<file path="src/hdl/rptd_pkg.sv">
package rptd_pkg;

  // input item: pin edge or read request
  typedef struct packed {
    logic        cmd;
    logic        pin_level;
    logic [31:0] time_us;
  } in_item_t;

  // result item of a read
  typedef struct packed {
    logic [15:0]        pulse_width_us;
    logic signed [7:0]  throttle_percent;
    logic               braking;
    logic               had_new;
  } out_item_t;

  // command codes
  localparam logic CMD_EDGE = 1'b0;
  localparam logic CMD_READ = 1'b1;

  // configuration register indexes
  typedef enum logic [1:0] {
    CFG_MIN_PULSE     = 2'd0,
    CFG_MAX_PULSE     = 2'd1,
    CFG_NEUTRAL_PULSE = 2'd2,
    CFG_NEUTRAL_BAND  = 2'd3
  } cfg_reg_t;

  localparam int CFG_IDX_W  = 2;
  localparam int CFG_DATA_W = 16;
  localparam int BAND_W     = 10;

  localparam logic [15:0]       MIN_PULSE_RST     = 16'd1000;
  localparam logic [15:0]       MAX_PULSE_RST     = 16'd2000;
  localparam logic [15:0]       NEUTRAL_PULSE_RST = 16'd1500;
  localparam logic [BAND_W-1:0] NEUTRAL_BAND_RST  = 10'd20;

  // signed working width for band edges and differences
  localparam int SW    = 18;
  // magnitude of a difference, dividend and divisor widths
  localparam int MAG_W = SW - 1;
  localparam int NUM_W = 24;
  localparam int DEN_W = MAG_W;
  localparam int CNT_W = $clog2(NUM_W);

  localparam logic [6:0] THR_FULL = 7'd100;

  // read sequencer states
  typedef enum logic [2:0] {
    ST_IDLE,
    ST_SETUP,
    ST_MUL,
    ST_DIV,
    ST_WAIT,
    ST_DONE
  } state_t;

endpackage

</file>
<file path="src/hdl/rptd_div.sv">
module rptd_div import rptd_pkg::*; (
  input  logic             clk,
  input  logic             rst,
  input  logic             start,
  input  logic [NUM_W-1:0] num,
  input  logic [DEN_W-1:0] den,
  output logic             done,
  output logic [NUM_W-1:0] quot
);

  logic             busy;
  logic [CNT_W-1:0] cnt;
  logic [DEN_W-1:0] rem;
  logic [DEN_W:0]   trial;
  logic             fits;

  // one restoring step: shift in next dividend bit, try subtract
  assign trial = {rem, quot[NUM_W-1]};
  assign fits  = (trial >= {1'b0, den});

  // control
  always_ff @(posedge clk) begin
    if (rst) begin
      busy <= 1'b0;
      done <= 1'b0;
      cnt  <= '0;
    end else begin
      done <= 1'b0;
      if (start) begin
        busy <= 1'b1;
        cnt  <= CNT_W'(NUM_W - 1);
      end else if (busy) begin
        cnt <= cnt - 1'b1;
        if (cnt == '0) begin
          busy <= 1'b0;
          done <= 1'b1;
        end
      end
    end
  end

  // datapath: quotient bits shift in as dividend bits shift out
  always_ff @(posedge clk) begin
    if (start) begin
      quot <= num;
      rem  <= '0;
    end else if (busy) begin
      if (fits) begin
        rem  <= DEN_W'(trial - {1'b0, den});
      end else begin
        rem  <= trial[DEN_W-1:0];
      end
      quot <= {quot[NUM_W-2:0], fits};
    end
  end

endmodule

</file>
<file path="src/hdl/rc_pulse_throttle_decoder.sv">
// channel | direction | handshake          | payload
// in      | input     | in_valid/in_stall   | in_item_t  (cmd, pin_level, time_us)
// out     | output    | out_valid/out_stall | out_item_t (width, throttle, braking, new)
// cfg     | input     | cfg_wr_en           | cfg_index, cfg_data
//
// an edge item gives no result
// a read item goes through setup, one multiply by 100, then a
// 24-step serial divider that produces one quotient bit per cycle
// the finished result sits in an output register, so edge items are taken
// while it waits; a second read waits until the register frees up
// rst is synchronous; configuration registers return to their defaults, no result pending
module rc_pulse_throttle_decoder import rptd_pkg::*; (
  input  logic                  clk,
  input  logic                  rst,
  input  logic                  in_valid,
  output logic                  in_stall,
  input  in_item_t              in_item,
  output logic                  out_valid,
  input  logic                  out_stall,
  output out_item_t             out_item,
  input  logic                  cfg_wr_en,
  input  logic [CFG_IDX_W-1:0]  cfg_index,
  input  logic [CFG_DATA_W-1:0] cfg_data
);

  logic [15:0]       min_pulse;
  logic [15:0]       max_pulse;
  logic [15:0]       neutral_pulse;
  logic [BAND_W-1:0] neutral_band;

  logic [31:0] rise_time;
  logic [15:0] pulse_width;
  logic        new_flag;

  state_t state, state_next;
  logic   in_acc;
  logic   div_start;
  logic   load_out;

  logic             had;
  logic             brk;
  logic             zero_thr;
  logic             neg;
  logic [MAG_W-1:0] diff_mag;
  logic [MAG_W-1:0] span_mag;
  logic [NUM_W-1:0] num;
  logic             div_done;
  logic [NUM_W-1:0] div_quot;

  logic signed [SW-1:0] wv, lo, hi, mn, mx, from, to_end, diff, span;
  logic                 rev, in_band, upper, full_neg;
  logic [6:0]           mag;
  logic signed [7:0]    thr;

  assign in_acc   = in_valid && !in_stall;
  assign in_stall = (state != ST_IDLE);

  // configuration registers
  always_ff @(posedge clk) begin
    if (rst) begin
      min_pulse     <= MIN_PULSE_RST;
      max_pulse     <= MAX_PULSE_RST;
      neutral_pulse <= NEUTRAL_PULSE_RST;
      neutral_band  <= NEUTRAL_BAND_RST;
    end else if (cfg_wr_en) begin
      unique case (cfg_reg_t'(cfg_index))
        CFG_MIN_PULSE:     min_pulse     <= cfg_data;
        CFG_MAX_PULSE:     max_pulse     <= cfg_data;
        CFG_NEUTRAL_PULSE: neutral_pulse <= cfg_data;
        CFG_NEUTRAL_BAND:  neutral_band  <= cfg_data[BAND_W-1:0];
      endcase
    end
  end

  // edge capture and new-value flag
  always_ff @(posedge clk) begin
    if (rst) begin
      rise_time   <= '0;
      pulse_width <= '0;
      new_flag    <= 1'b0;
    end else if (in_acc) begin
      if (in_item.cmd == CMD_EDGE) begin
        if (in_item.pin_level) begin
          rise_time <= in_item.time_us;
        end else begin
          pulse_width <= in_item.time_us[15:0] - rise_time[15:0];
        end
        new_flag <= 1'b1;
      end else begin
        new_flag <= 1'b0;
      end
    end
  end

  // band edges and map endpoints
  always_comb begin
    wv       = SW'($signed({1'b0, pulse_width}));
    mn       = SW'($signed({1'b0, min_pulse}));
    mx       = SW'($signed({1'b0, max_pulse}));
    lo       = SW'($signed({1'b0, neutral_pulse})) - SW'($signed({1'b0, neutral_band}));
    hi       = SW'($signed({1'b0, neutral_pulse})) + SW'($signed({1'b0, neutral_band}));
    rev      = (min_pulse > max_pulse);
    in_band  = (wv < hi) && (wv > lo);
    upper    = (hi <= wv);
    from     = upper ? hi : lo;
    if (rev) begin
      to_end   = upper ? mn : mx;
      full_neg = upper;
    end else begin
      to_end   = upper ? mx : mn;
      full_neg = !upper;
    end
    diff = wv - from;
    span = to_end - from;
  end

  // read sequencer
  always_ff @(posedge clk) begin
    if (rst) begin
      state <= ST_IDLE;
    end else begin
      state <= state_next;
    end
  end

  always_comb begin
    state_next = state;
    div_start  = 1'b0;
    load_out   = 1'b0;
    unique case (state)
      ST_IDLE: begin
        if (in_acc && in_item.cmd == CMD_READ) begin
          state_next = ST_SETUP;
        end
      end
      ST_SETUP: state_next = ST_MUL;
      ST_MUL:   state_next = ST_DIV;
      ST_DIV: begin
        div_start  = 1'b1;
        state_next = ST_WAIT;
      end
      ST_WAIT: begin
        if (div_done) begin
          state_next = ST_DONE;
        end
      end
      ST_DONE: begin
        if (!out_valid || !out_stall) begin
          load_out   = 1'b1;
          state_next = ST_IDLE;
        end
      end
      default: state_next = ST_IDLE;
    endcase
  end

  // per-read working registers
  always_ff @(posedge clk) begin
    if (in_acc && in_item.cmd == CMD_READ) begin
      had <= new_flag;
    end
    if (state == ST_SETUP) begin
      brk      <= rev ? (wv > hi) : (wv < lo);
      zero_thr <= in_band || (span == '0);
      neg      <= diff[SW-1] ^ span[SW-1] ^ full_neg;
      diff_mag <= diff[SW-1] ? MAG_W'(-diff) : diff[MAG_W-1:0];
      span_mag <= span[SW-1] ? MAG_W'(-span) : span[MAG_W-1:0];
    end
    if (state == ST_MUL) begin
      num <= NUM_W'(diff_mag) * NUM_W'(THR_FULL);
    end
  end

  rptd_div u_div (
    .clk   (clk),
    .rst   (rst),
    .start (div_start),
    .num   (num),
    .den   (span_mag),
    .done  (div_done),
    .quot  (div_quot)
  );

  // saturate and apply sign
  always_comb begin
    mag = (div_quot > NUM_W'(THR_FULL)) ? THR_FULL : div_quot[6:0];
    if (zero_thr) begin
      thr = '0;
    end else if (neg) begin
      thr = -$signed({1'b0, mag});
    end else begin
      thr = $signed({1'b0, mag});
    end
  end

  // output register
  always_ff @(posedge clk) begin
    if (rst) begin
      out_valid <= 1'b0;
    end else if (load_out) begin
      out_valid <= 1'b1;
    end else if (!out_stall) begin
      out_valid <= 1'b0;
    end
  end

  always_ff @(posedge clk) begin
    if (load_out) begin
      out_item.pulse_width_us   <= pulse_width;
      out_item.throttle_percent <= thr;
      out_item.braking          <= brk;
      out_item.had_new          <= had;
    end
  end

  // a read item starts the sequencer
  a_read_starts: assert property (@(posedge clk) disable iff (rst)
    (in_acc && in_item.cmd == CMD_READ) |=> (state == ST_SETUP))
    else $error("read item did not start the sequencer");

  // a read item clears the new-value flag
  a_read_clears_flag: assert property (@(posedge clk) disable iff (rst)
    (in_acc && in_item.cmd == CMD_READ) |=> !new_flag)
    else $error("new flag still set after read");

  // results only appear from the done state
  a_out_from_done: assert property (@(posedge clk) disable iff (rst)
    $rose(out_valid) |-> ($past(state) == ST_DONE))
    else $error("result appeared outside done state");

  // throttle stays within full scale
  a_thr_range: assert property (@(posedge clk) disable iff (rst)
    out_valid |-> ((out_item.throttle_percent <= 8'sd100) &&
                   (out_item.throttle_percent >= -8'sd100)))
    else $error("throttle out of range");

endmodule
</file>
<file path="config.mk">
export PLATFORM = sky130hd
export DESIGN_NAME = rc_pulse_throttle_decoder
export DESIGN_NICKNAME = d
export VERILOG_FILES = /design/src/hdl/rptd_pkg.sv /design/src/hdl/rptd_div.sv /design/src/hdl/rc_pulse_throttle_decoder.sv
export SDC_FILE = /design/constraint.sdc
export NUM_CORES = 1
export LEC_CHECK = 0
export BUFFER_PORTS_ARGS = -buffer_cell sky130_fd_sc_hd__buf_2
export CAP_MARGIN = 20
export CELL_PAD_IN_SITES_DETAIL_PLACEMENT = 1
export CELL_PAD_IN_SITES_GLOBAL_PLACEMENT = 1
export CORE_MARGIN = 1
export CORE_UTILIZATION = 45
export DETAILED_ROUTE_END_ITERATION = 6
export PLACE_DENSITY_LB_ADDON = 0.1
export SYNTH_ARGS = -nofsm -noshare
export SYNTH_HDL_FRONTEND = slang
export SYNTH_SLANG_ARGS = --single-unit
</file>
<file path="constraint.sdc">
create_clock -name clk -period 10.08 [get_ports clk]
set_input_delay 1.008 -clock clk [delete_from_list [all_inputs] [get_ports clk]]
set_output_delay 1.008 -clock clk [all_outputs]
set_load 0.05 [all_outputs]
</file>
Word-level counts from Yosys, hierarchy flattened. Index checks and enable logic that the tools add are counted.

Input port bits: 57. Flip-flop bits (word level): 229.

$add $sub $neg: 10. Reduce and logical (&&, ||, !) cells: 25. Equal/unequal tests: 12. Bitwise logic cells: 6. Muxes and demuxes: 29. $lt $le $gt $ge: 8. Multipliers: 1.

Operators with widths (number): $mux 17 (3); $mux 16 (3); $mux 24 (2); $sub 17x18->18 (2); $neg 17->17 (2); $gt 24x7->1 const B (1); $mul 17x5->22 const B (1); $ge 18x17->1 (1); $logic_not 18->1 (1); $mux 18 (1); $pmux 3 s6 (1); $add 16x10->17 (1); $gt 16x17->1 (1); $gt 17x17->1 (1); $le 17x16->1 (1); $lt 16x17->1 (1); $lt 17x17->1 (1); $sub 16x10->17 (1); $sub 17x17->17 (1); $gt 16x16->1 (1); $sub 16x16->16 (1); $mux 7 (2); $mux 1 (12); $mux 5 (2); other kinds (24) (47).

Longest topological paths before layout. Gate-level depths: netlist (run 1).

Depth after elaboration: 7. Mapped depth: 39. Depth with buffers taken out: 35.

By module. A second synthesis (run 1) with hierarchy kept.

Cell total of the unflattened synthesis: 1988. Area total of the unflattened synthesis: 17543.1 um^2.

Modules (own cells, without submodules): rc_pulse_throttle_decoder (instances 1, cells each 1678, seq. area each 4484.3 um^2, area an instance 14432.6 um^2); rptd_div (instances 1, cells each 310, seq. area each 1201.2 um^2, area an instance 3110.5 um^2).

Worst setup path after synthesis (run 1). OpenSTA, ideal clock, no wires.

Path type: register -> register. From: reg neutral_band[2]. To: reg span_mag[15], data pin. Arrival: 6.661 ns. Setup time: 0.258 ns. Path buffers: 1. Data required time: 9.822 ns. Stages on the path, launching flop included: 36. Setup slack: 3.161 ns. Cell sequence: dfxtp_1 inv_1 ha_1 inv_2 o221ai_1 nand2_1 a211o_1 a21oi_1 nor2_1 nor2_1 xnor2_1 ha_1 nand2_1 nor2_1 and3b_1 or4b_4 o211ai_4 nor3_1 nor2_2 clkbuf_1 nor2_1 a21oi_1 ha_1 inv_1 a21o_1 a21oi_1 mux2i_1 mux2_2 o221ai_1 o211ai_1 a31oi_1 xnor2_1 o2111ai_1 nor4_1 a31oi_1 xnor2_1.

Cells in the longest elaborated chain, start to end: 7. Elaborated cells between the ends (all ways): 10.

Ends and longest elaborated chain: from (decl) (RTL line rc_pulse_throttle_decoder.sv:29) `logic [BAND_W-1:0] neutral_band;`; from (signal assigned) (RTL line rc_pulse_throttle_decoder.sv:70) `CFG_NEUTRAL_BAND: neutral_band <= cfg_data[BAND_W-1:0];`; $add 16x10->17 (RTL line rc_pulse_throttle_decoder.sv:101) `hi = SW'($signed({1'b0, neutral_pulse})) + SW'($signed({1'b0, neutral_band}));`; $le 17x16->1 (RTL line rc_pulse_throttle_decoder.sv:104) `upper = (hi <= wv);`; $mux 16 (on tied branches) (RTL line rc_pulse_throttle_decoder.sv:110, rc_pulse_throttle_decoder.sv:107); $mux 16 (RTL line rc_pulse_throttle_decoder.sv:106) `if (rev) begin`; $sub 17x18->18 (*) (RTL line rc_pulse_throttle_decoder.sv:114) `span = to_end - from;`; $neg 17->17 (RTL line rc_pulse_throttle_decoder.sv:167) `span_mag <= span[SW-1] ? MAG_W'(-span) : span[MAG_W-1:0];`; $mux 17 (*) (RTL line rc_pulse_throttle_decoder.sv:167); to (signal assigned) (RTL line rc_pulse_throttle_decoder.sv:167); to (decl) (RTL line rc_pulse_throttle_decoder.sv:45) `logic [MAG_W-1:0] span_mag;`.

Mark *: on every way between the ends. The rest lies on a longest branch, timed or not. A chain may end at the register's enable or synchronous reset.

Final worst setup path (run 1).
From: reg neutral_band[1]. To: reg span_mag[15], data pin.

Same word-level chain as after synthesis.

==> results.yml, run 1 <==
clock_network:
  cts_resized: 0
  cts_buffer_depth: 3
  root_buffer: "clkbuf_16"
  postCtsSetupBuffers: 0
  htree_levels: 1
  clkSinkCount: 229
  clkTransAtPathRegs_ns: 0.06
  cts_hold_buf: 0
  clock_latency_ns: 0.57
  cts_buffers: 28
  cts_tree: "done"
route:
  drtPass1Iterations: 5
  ant_nets: 0
  drt_iter0_markers: 454
  via_count: 14300
  avgRoutedWirePerCell_um: 17.9
  vias_per_cell: 5.54
  wl_mm: 46.2
  drc: 0
worst_setup_path:
  critical_path_class: "reg2reg"
  required_ns: 10.40
  r2r-start: "neutral_band[1]"
  setup.worst_path.start: "neutral_band[1]"
  crit_slowest_cell: "nor3_1"
  worstPathMaxFanout: 8
  crit_path_end_kind: "flip-flop"
  critical_path_arrival_ns: 8.49
  worst_setup_path_start_kind: "flip-flop"
  crit_path_max_incr_delay_ns: 0.59
logic_synthesis:
  yosysWarnings: 0
  synth.largest_area_cell: "edfxtp_1"
  ys_top_cells_by_area: "edfxtp_1 (19%), dfxtp_1 (14%), ha_1 (13%)"
  ys_ff_latch: 229
  syn_nets: 2276
  yosysMostFrequentCell: "nand2_1"
  synth.distinct_cells: 96
  synth_area_um2: 17100
  synth_async_sr_flop_share_pct: 0
  synth_edf_count: 110
  synth_cells: 2020
  ys_top_cells_by_count: "nand2_1 (343), inv_1 (198), ha_1 (182)"
  ys.flop_type: "dfxtp_1"
  post-synth-top-area-fraction_pct: 19.3
  synth_area_per_cell_um2: 8.46
  yosysSeqAreaShare_pct: 33.3
timing:
  finClkSkew_ns: 0.0103
  hold_viol_final: 0
  min_period_over_period_pct: 81.0
  timing.setup.tns_ns: 0
  worstMarginPinSlew_ns: 1.04
  clock.fmax_mhz: 122
  slew_violations: 0
  final.min_clock_period_ns: 8.17
  rsz0062_at_grt: "false"
  slew_headroom_pct: 30.6
  final-setup-viol-count: 0
  fin_ws_ns: 1.91
final_layout:
  final_net_count: 2311
  diodes: 0
  drive_gt1_share_pct: 9.20
  fin_cells: 2580
  postLayoutCoreUtil_pct: 51.1
  fillers: 4491
  area_growth_pct: 10.5
floorplan:
  die-area_um2: 38700
  coreArea_um2: 37000
  ios: 85
  fp.dieH_um: 197
  fp-row-count: 70
  die_w_um: 197
  initial_core_util_pct: 46.2
global_route:
  grt_start_max_net_pins: 73
  grt_pass1_wl_mm: 75.4
  grt_pass1_vias: 14700
  antenna_found_initial: 0
  grt_usage_pct: 24.2
  grt-ovfl-total: 0
hold_path:
  hold_path.class: "reg2reg"
  hold_start: "had"
power:
  power.density_nw_per_um2: 282
  irDropWorstVdd_mv: 0.220
  p_leak_uw: 0.00806
  power_uw: 5320
place:
  gp_congestion: 0.877
  pre_cts_slack_ns: 1.95
  dpl.cell_count: 2527
  dp.final_hpwl_mm: 35.6
  port_buffers: 68
flow_run:
  drv_cap: 0
outcome:
  status: "finished clean"
==> worst max-delay path, delay by kind of cell, from the launching register on <==
family,cells,cell delay [ns]
buffers and inverters,2,0.14
adder cells (fa/ha/maj),3,0.83
AND/OR/NAND/NOR,11,2.44
flip-flops,1,0.41
AO/OA/AOI/OAI,12,3.11
multiplexers,2,0.35
XOR/XNOR,3,0.61
==> cell usage in the layout (no fill, tap or decap), types with 13 or more instances in the layout <==
cell type,instances
mux2_2,14
ha_1,182
xor2_1,26
dfxtp_1,119
o211ai_1,20
fa_1,17
a21boi_0,18
a221o_1,13
nand4_1,19
o31a_1,14
nor2_1,119
edfxtp_1,110
a31oi_1,19
buf_2,68
a21o_1,24
o21ai_0,66
nor2b_1,19
inv_1,198
clkbuf_16,29
nor3_1,61
xnor2_1,87
a21oi_1,154
o21bai_1,21
nand2_1,343
and3_1,19
nand3_1,48
==> flip-flops by register name, summed over array words and instances, names as in the netlist, 17 cells and up <==
signal	flops
span_mag	17
u_div.quot	24
diff_mag	17
u_div.rem	17
out_item	26
num	22
==> per-stage QoR <==
step           cell area [µm²]  hold WS [ns]
6_report                 18900         0.423
5_1_grt                  18900         0.440
4_1_cts                  18800         0.428
3_5_place_dp             17800         0.417
3_3_place_gp             17800         0.413
2_1_floorplan            17100         0.400
==> cell type report <==
class                           count  area (µm²)  share of cell area, %
Sequential cell                   229        5690                   30.1
Clock inverter                     18         198                   1.05
Clock buffer                       33         771                   4.08
Inverter                          202         758                   4.02
Timing Repair Buffer               82         485                   2.57
Tap cell                          504         631                   3.34
Multi-Input combinational cell   1512       10300                   54.8
==> final timing paths <==
path,slack [ns],endpoint,depth (start not counted)
max,1.91,span_mag[15],33
min,0.42,out_item[0],0
min reg2reg,0.42,out_item[0],0
max reg2reg,1.91,span_mag[15],33
==> power by group <==
part           internal [µW]  total, µW  switching (µW)
combinational           1180       2820            1640
clock                    624       1040             419
sequential              1330       1460             130
==> logic make-up (layout without fill, tap and decap cells) <==
group           Yosys count  in the layout  share of synthesized area [%]
compound gates          446            446                           17.6
xor+xnor                114            114                           5.93
fa+ha+maj               203            203                           15.6
buf+inv                 279            335                           6.29
flops                   229            229                           33.3
mux                      30             30                           1.93
simple gates            719            719                           19.4
==> per-layer routing <==
metal / routed length [µm] / vias to the layer above / global-route usage (%)
met4: 1720 / 0 / 8.93
met3: 1130 / 71 / 2.45
li1: - / 7153 / -
met1: 21300 / 6896 / 30.8
met5: 0 / - / 0
met2: 22000 / 170 / 42.3
Power figures use the tool's default switching activity.
==> inputs of run 2 (changes only) <==
clock period = 7.8 ns   (was 10.08 ns; I/O delays follow)
==> run 2 against run 1 <==
Hold slack lost 0.0022 ns. Core utilization grew 0.28 points. Combinational power grew 32%. Clock power grew 21%. Power grew 29%. Sequential share of layout area shrank 0.16 points. Sequential power grew 29%. Clock skew is essentially flat. Setup slack lost 1.5 ns. Critical path type unchanged. Highest routed layer unchanged.
==> results.yml, run 2 (same netlist as run 1, synthesis figures left out) <==
worst_setup_path:
  crit_path_end_kind: "flip-flop"
  worst_setup_path_start_kind: "flip-flop"
  crit_slowest_cell: "a2111o_1"
  critical_path_arrival_ns: 7.69
  critical_path_class: "reg2reg"
  cp_common_cell: "ha_1"
  worstPathMaxFanout: 5
  crit_path_max_incr_delay_ns: 0.49
  required_ns: 8.09
route:
  top_layer_used: "met4"
  via_count: 14400
  drc: 0
  wl_mm: 47.3
  drtPass1Iterations: 5
  wl_met3_mm: 1.05
  drt_iter0_markers: 561
  vias_per_cell: 5.54
  wl_met1_mm: 21.2
  avgRoutedWirePerCell_um: 18.3
  route.met2.wl_mm: 23.5
  ant_nets: 0
power:
  p_seq_share_pct: 27.5
  p_leak_uw: 0.00809
  power.density_nw_per_um2: 362
  p_sw_uw: 2830
  swShare_pct: 41.2
  irDropWorstVdd_mv: 0.177
  p_int_uw: 4040
  pwr-share-comb_pct: 54.1
  p_clk_share_pct: 18.3
global_route:
  grt_pass1_wl_mm: 77.3
  antenna_found_initial: 0
  grt_start_max_net_pins: 54
  grt_pass1_vias: 15100
  grt-ovfl-total: 0
  grt_usage_pct: 24.7
floorplan:
  ios: 85
  coreArea_um2: 37000
  fp.dieH_um: 197
  die-area_um2: 38700
  initial_core_util_pct: 46.2
  die_w_um: 197
  fp-row-count: 70
final_layout:
  register_area_um2: 5690
  drive_gt1_share_pct: 10.3
  fillers: 4439
  multi_input_area_um2: 10400
  largestRegisters: "out_item (26), u_div.quot (24), num (22)"
  fin_cells: 2591
  final_net_count: 2324
  area_growth_pct: 11.1
  diodes: 0
  largest_reg_flops: 26
  final_cell_mix: "nand2_1 (343), inv_1 (198), ha_1 (180)"
  final_common_cell: "nand2_1"
  regMostFlops: "out_item"
place:
  gp_congestion: 0.874
  dp.final_hpwl_mm: 36.7
  dpl.cell_count: 2541
  port_buffers: 68
timing:
  worstMarginPinSlew_ns: 1.07
  slew_headroom_pct: 28.0
  hold_viol_final: 0
  finClkSkew_ns: 0.0106
  rsz0062_at_grt: "true"
  slew_violations: 0
  whs_ns: 0.421
  min_period_over_period_pct: 94.8
  final-setup-viol-count: 0
  final.min_clock_period_ns: 7.40
  clock.fmax_mhz: 135
clock_network:
  cts_tree: "done"
  clkSinkCount: 229
  htree_levels: 1
  cts_hold_buf: 0
  clock_latency_ns: 0.55
  clkTransAtPathRegs_ns: 0.06
  root_buffer: "clkbuf_16"
  cts_buffer_depth: 3
  cts_buffers: 26
outcome:
  status: "finished clean"
flow_run:
  drv_cap: 0
hold_path:
  hold_path.class: "reg2reg"
run 2: layout make-up:
| type | instances | area share, % |
|---|---|---|
| clock inverter | 14 | 0.785 |
| inverter | 202 | 4.00 |
| tap | 504 | 3.32 |
| clock buffer | 33 | 3.79 |
| multi-input combinational | 1512 | 55.0 |
| timing repair buffer | 97 | 3.15 |
| sequential | 229 | 30.0 |
run 2: final timing paths:
check             startpoint           end  slack, ns  cells after the start
min                      had   out_item[0]       0.42                      0
min reg2reg              had   out_item[0]       0.42                      0
max          neutral_band[0]  span_mag[15]       0.40                     29
max reg2reg  neutral_band[0]  span_mag[15]       0.40                     29
run 2: layer usage:
metal,global-route usage [%],up-vias
met5,0,-
met4,9.10,0
met3,1.90,63
met2,44.5,169
met1,30.8,6969
li1,-,7154
run 2: power groups by stage:
| stage | Combinational [µW] | Clock, µW | Sequential [µW] |
|---|---|---|---|
| 6_report | 3720 | 1260 | 1890 |
| 3_3_place_gp | 3520 | 0 | 1900 |
| 3_5_place_dp | 3690 | 0 | 1920 |
| 4_1_cts | 3730 | 1290 | 1890 |
| 2_1_floorplan | 2890 | 0 | 1850 |
| 5_1_grt | 4220 | 1330 | 1920 |
run 2: critical path: cells and delay by family, from the launching register on:
family	cells	cell delay [ns]
fa+ha+maj	4	1.03
mux	3	0.74
simple gates	8	1.94
flops	1	0.37
compound gates	12	2.71
xor+xnor	2	0.33
run 2: through the flow:
stage | setup TNS, ns | utilization (%) | setup WS [ns] | power [µW] | area [µm²]
2_1_floorplan | 0 | - | 0.881 | 4740 | 17100
3_3_place_gp | 0 | 48.6 | 0.506 | 5420 | 18000
3_5_place_dp | 0 | 48.6 | 0.208 | 5610 | 18000
4_1_cts | 0 | 50.9 | 0.156 | 6910 | 18800
5_1_grt | -0.00445 | 51.3 | -0.00445 | 7470 | 19000
6_report | 0 | 51.3 | 0.404 | 6870 | 19000
run 2: repair_timing:
item                                    4_1_cts  5_1_grt
endpoints found under the setup margin        0       20
resized for setup                             0       17
setup buffers                                 0        1
==> inputs of run 3 (changes only) <==
RECOVER_POWER = 100   (was not set)
==> run 3 against run 2 <==
The flow now finishes with violations (max-capacitance violations, max-slew violations). Die area did not move. Hold slack worse by 0.0014 ns. Core utilization decreased by 0.35 points. Critical path depth did not move. Flip-flop and latch count is the same. Design area is 0.68% lower. Setup slack got worse by 0.0011 ns. Clock power is essentially flat. Sequential share of layout area up 0.20 points. Sequential power about the same. Routed wire length hardly changed.
==> results.yml, run 3 (same netlist as run 1, synthesis figures left out) <==
clock_network:
  clkTransAtPathRegs_ns: 0.06
  clkSinkCount: 229
  clock_latency_ns: 0.55
  htree_levels: 1
  cts_buffer_depth: 3
  cts_buffers: 26
  cts_tree: "done"
  root_buffer: "clkbuf_16"
route:
  vias_per_cell: 5.54
  drtPass1Iterations: 5
  drc: 0
  avgRoutedWirePerCell_um: 18.2
  wl_mm: 47.3
  drt_iter0_markers: 508
  via_count: 14300
  ant_nets: 0
final_layout:
  final_cell_mix: "nand2_1 (343), inv_1 (198), ha_1 (180)"
  postLayoutCoreUtil_pct: 51.0
  largestRegisters: "out_item (26), u_div.quot (24), num (22)"
  final_common_cell: "nand2_1"
  final_net_count: 2324
  regMostFlops: "out_item"
  largest_reg_flops: 26
  diodes: 0
  area_growth_pct: 10.4
  drive_gt1_share_pct: 8.34
  fillers: 4455
  finish.instance_area_um2: 18800
outcome:
  violations: "max-capacitance violations, max-slew violations"
  status: "complete, but fails checks"
timing:
  slew_violations: 138
  whs_ns: 0.420
  clock.fmax_mhz: 135
  finClkSkew_ns: 0.0109
  final.min_clock_period_ns: 7.40
  worstMarginPinSlew_ns: 2.53
  hold_viol_final: 0
  rsz0062_at_grt: "true"
  min_period_over_period_pct: 94.8
  slew_headroom_pct: -68.5
  final-setup-viol-count: 0
  timing.setup.tns_ns: 0
worst_setup_path:
  required_ns: 8.10
  cp_common_cell: "ha_1"
  crit_slowest_cell: "a2111o_1"
  critical_path_arrival_ns: 7.69
  crit_path_max_incr_delay_ns: 0.49
  crit_path_end_kind: "flip-flop"
  critical_path_class: "reg2reg"
  worst_setup_path_start_kind: "flip-flop"
  worstPathMaxFanout: 5
power:
  p_leak_uw: 0.00796
  irDropWorstVdd_mv: 0.177
  power.density_nw_per_um2: 364
place:
  dp.final_hpwl_mm: 36.7
  port_buffers: 68
  placed_cell_area_um2: 18000
  gp_congestion: 0.874
global_route:
  grt_pass1_wl_mm: 77.3
  grt_pass1_vias: 15100
  grt_usage_pct: 24.7
  antenna_found_initial: 0
  grt-ovfl-total: 0
  grt_start_max_net_pins: 54
floorplan:
  coreArea_um2: 37000
  die-area_um2: 38700
  fp-row-count: 70
  ios: 85
  initial_core_util_pct: 46.2
  die_w_um: 197
  fp.dieH_um: 197
flow_run:
  drv_cap: 4
hold_path:
  hold_path.class: "reg2reg"
## run 3: power breakdown
group / leakage, µW / total, µW / switching, µW / internal, µW
Combinational: 0.00555 / 3700 / 2150 / 1560
Sequential: 0.00198 / 1890 / 168 / 1730
Clock: 0.000432 / 1260 / 509 / 750
## run 3: worst max-delay path: cells and delay by family (launching register included)
family | cells | cell delay, ns
xor gates and xnor gates | 2 | 0.33
AOI/OAI and AO/OA | 12 | 2.70
muxes | 3 | 0.74
DFF | 1 | 0.37
and+or+nand+nor | 8 | 1.94
adders and majority gates | 4 | 1.04
## run 3: cell type report
| cell class | instances | area [µm²] | share of cell area, % |
|---|---|---|---|
| timing repair buffer | 97 | 490 | 2.60 |
| tap | 504 | 631 | 3.35 |
| inverter | 202 | 758 | 4.02 |
| clock buffer | 33 | 719 | 3.82 |
| clock inverter | 14 | 149 | 0.790 |
| sequential | 229 | 5690 | 30.2 |
| multi-input combinational | 1512 | 10400 | 55.3 |
## run 3: stage by stage
stage               power (µW)  instances  setup WS, ns
global route              7460       2591      -0.00445
global placement          5420       2541         0.506
floorplan                 4740       2020         0.881
detailed placement        5610       2541         0.208
CTS                       6910       2588         0.156
finish                    6860       2591         0.403
## run 3: timing repair
item	in CTS	in global routing
setup endpoints to repair	0	20
gates resized for setup	0	17
setup buffers	0	1
hold buffers	0	0
## run 3: metal layers
metal	share of wire, %	global-route usage, %	wire [µm]
met5	0	0	0
met4	3.3	9.10	1570
met3	2.0	1.90	969
met2	50	44.5	23500
met1	45	30.8	21200
## run 3: worst paths after layout
path              startpoint            to  slack, ns  cells after the start
max          neutral_band[0]  span_mag[15]       0.40                     29
min                      had   out_item[0]       0.42                      0
max reg2reg  neutral_band[0]  span_mag[15]       0.40                     29
min reg2reg              had   out_item[0]       0.42                      0
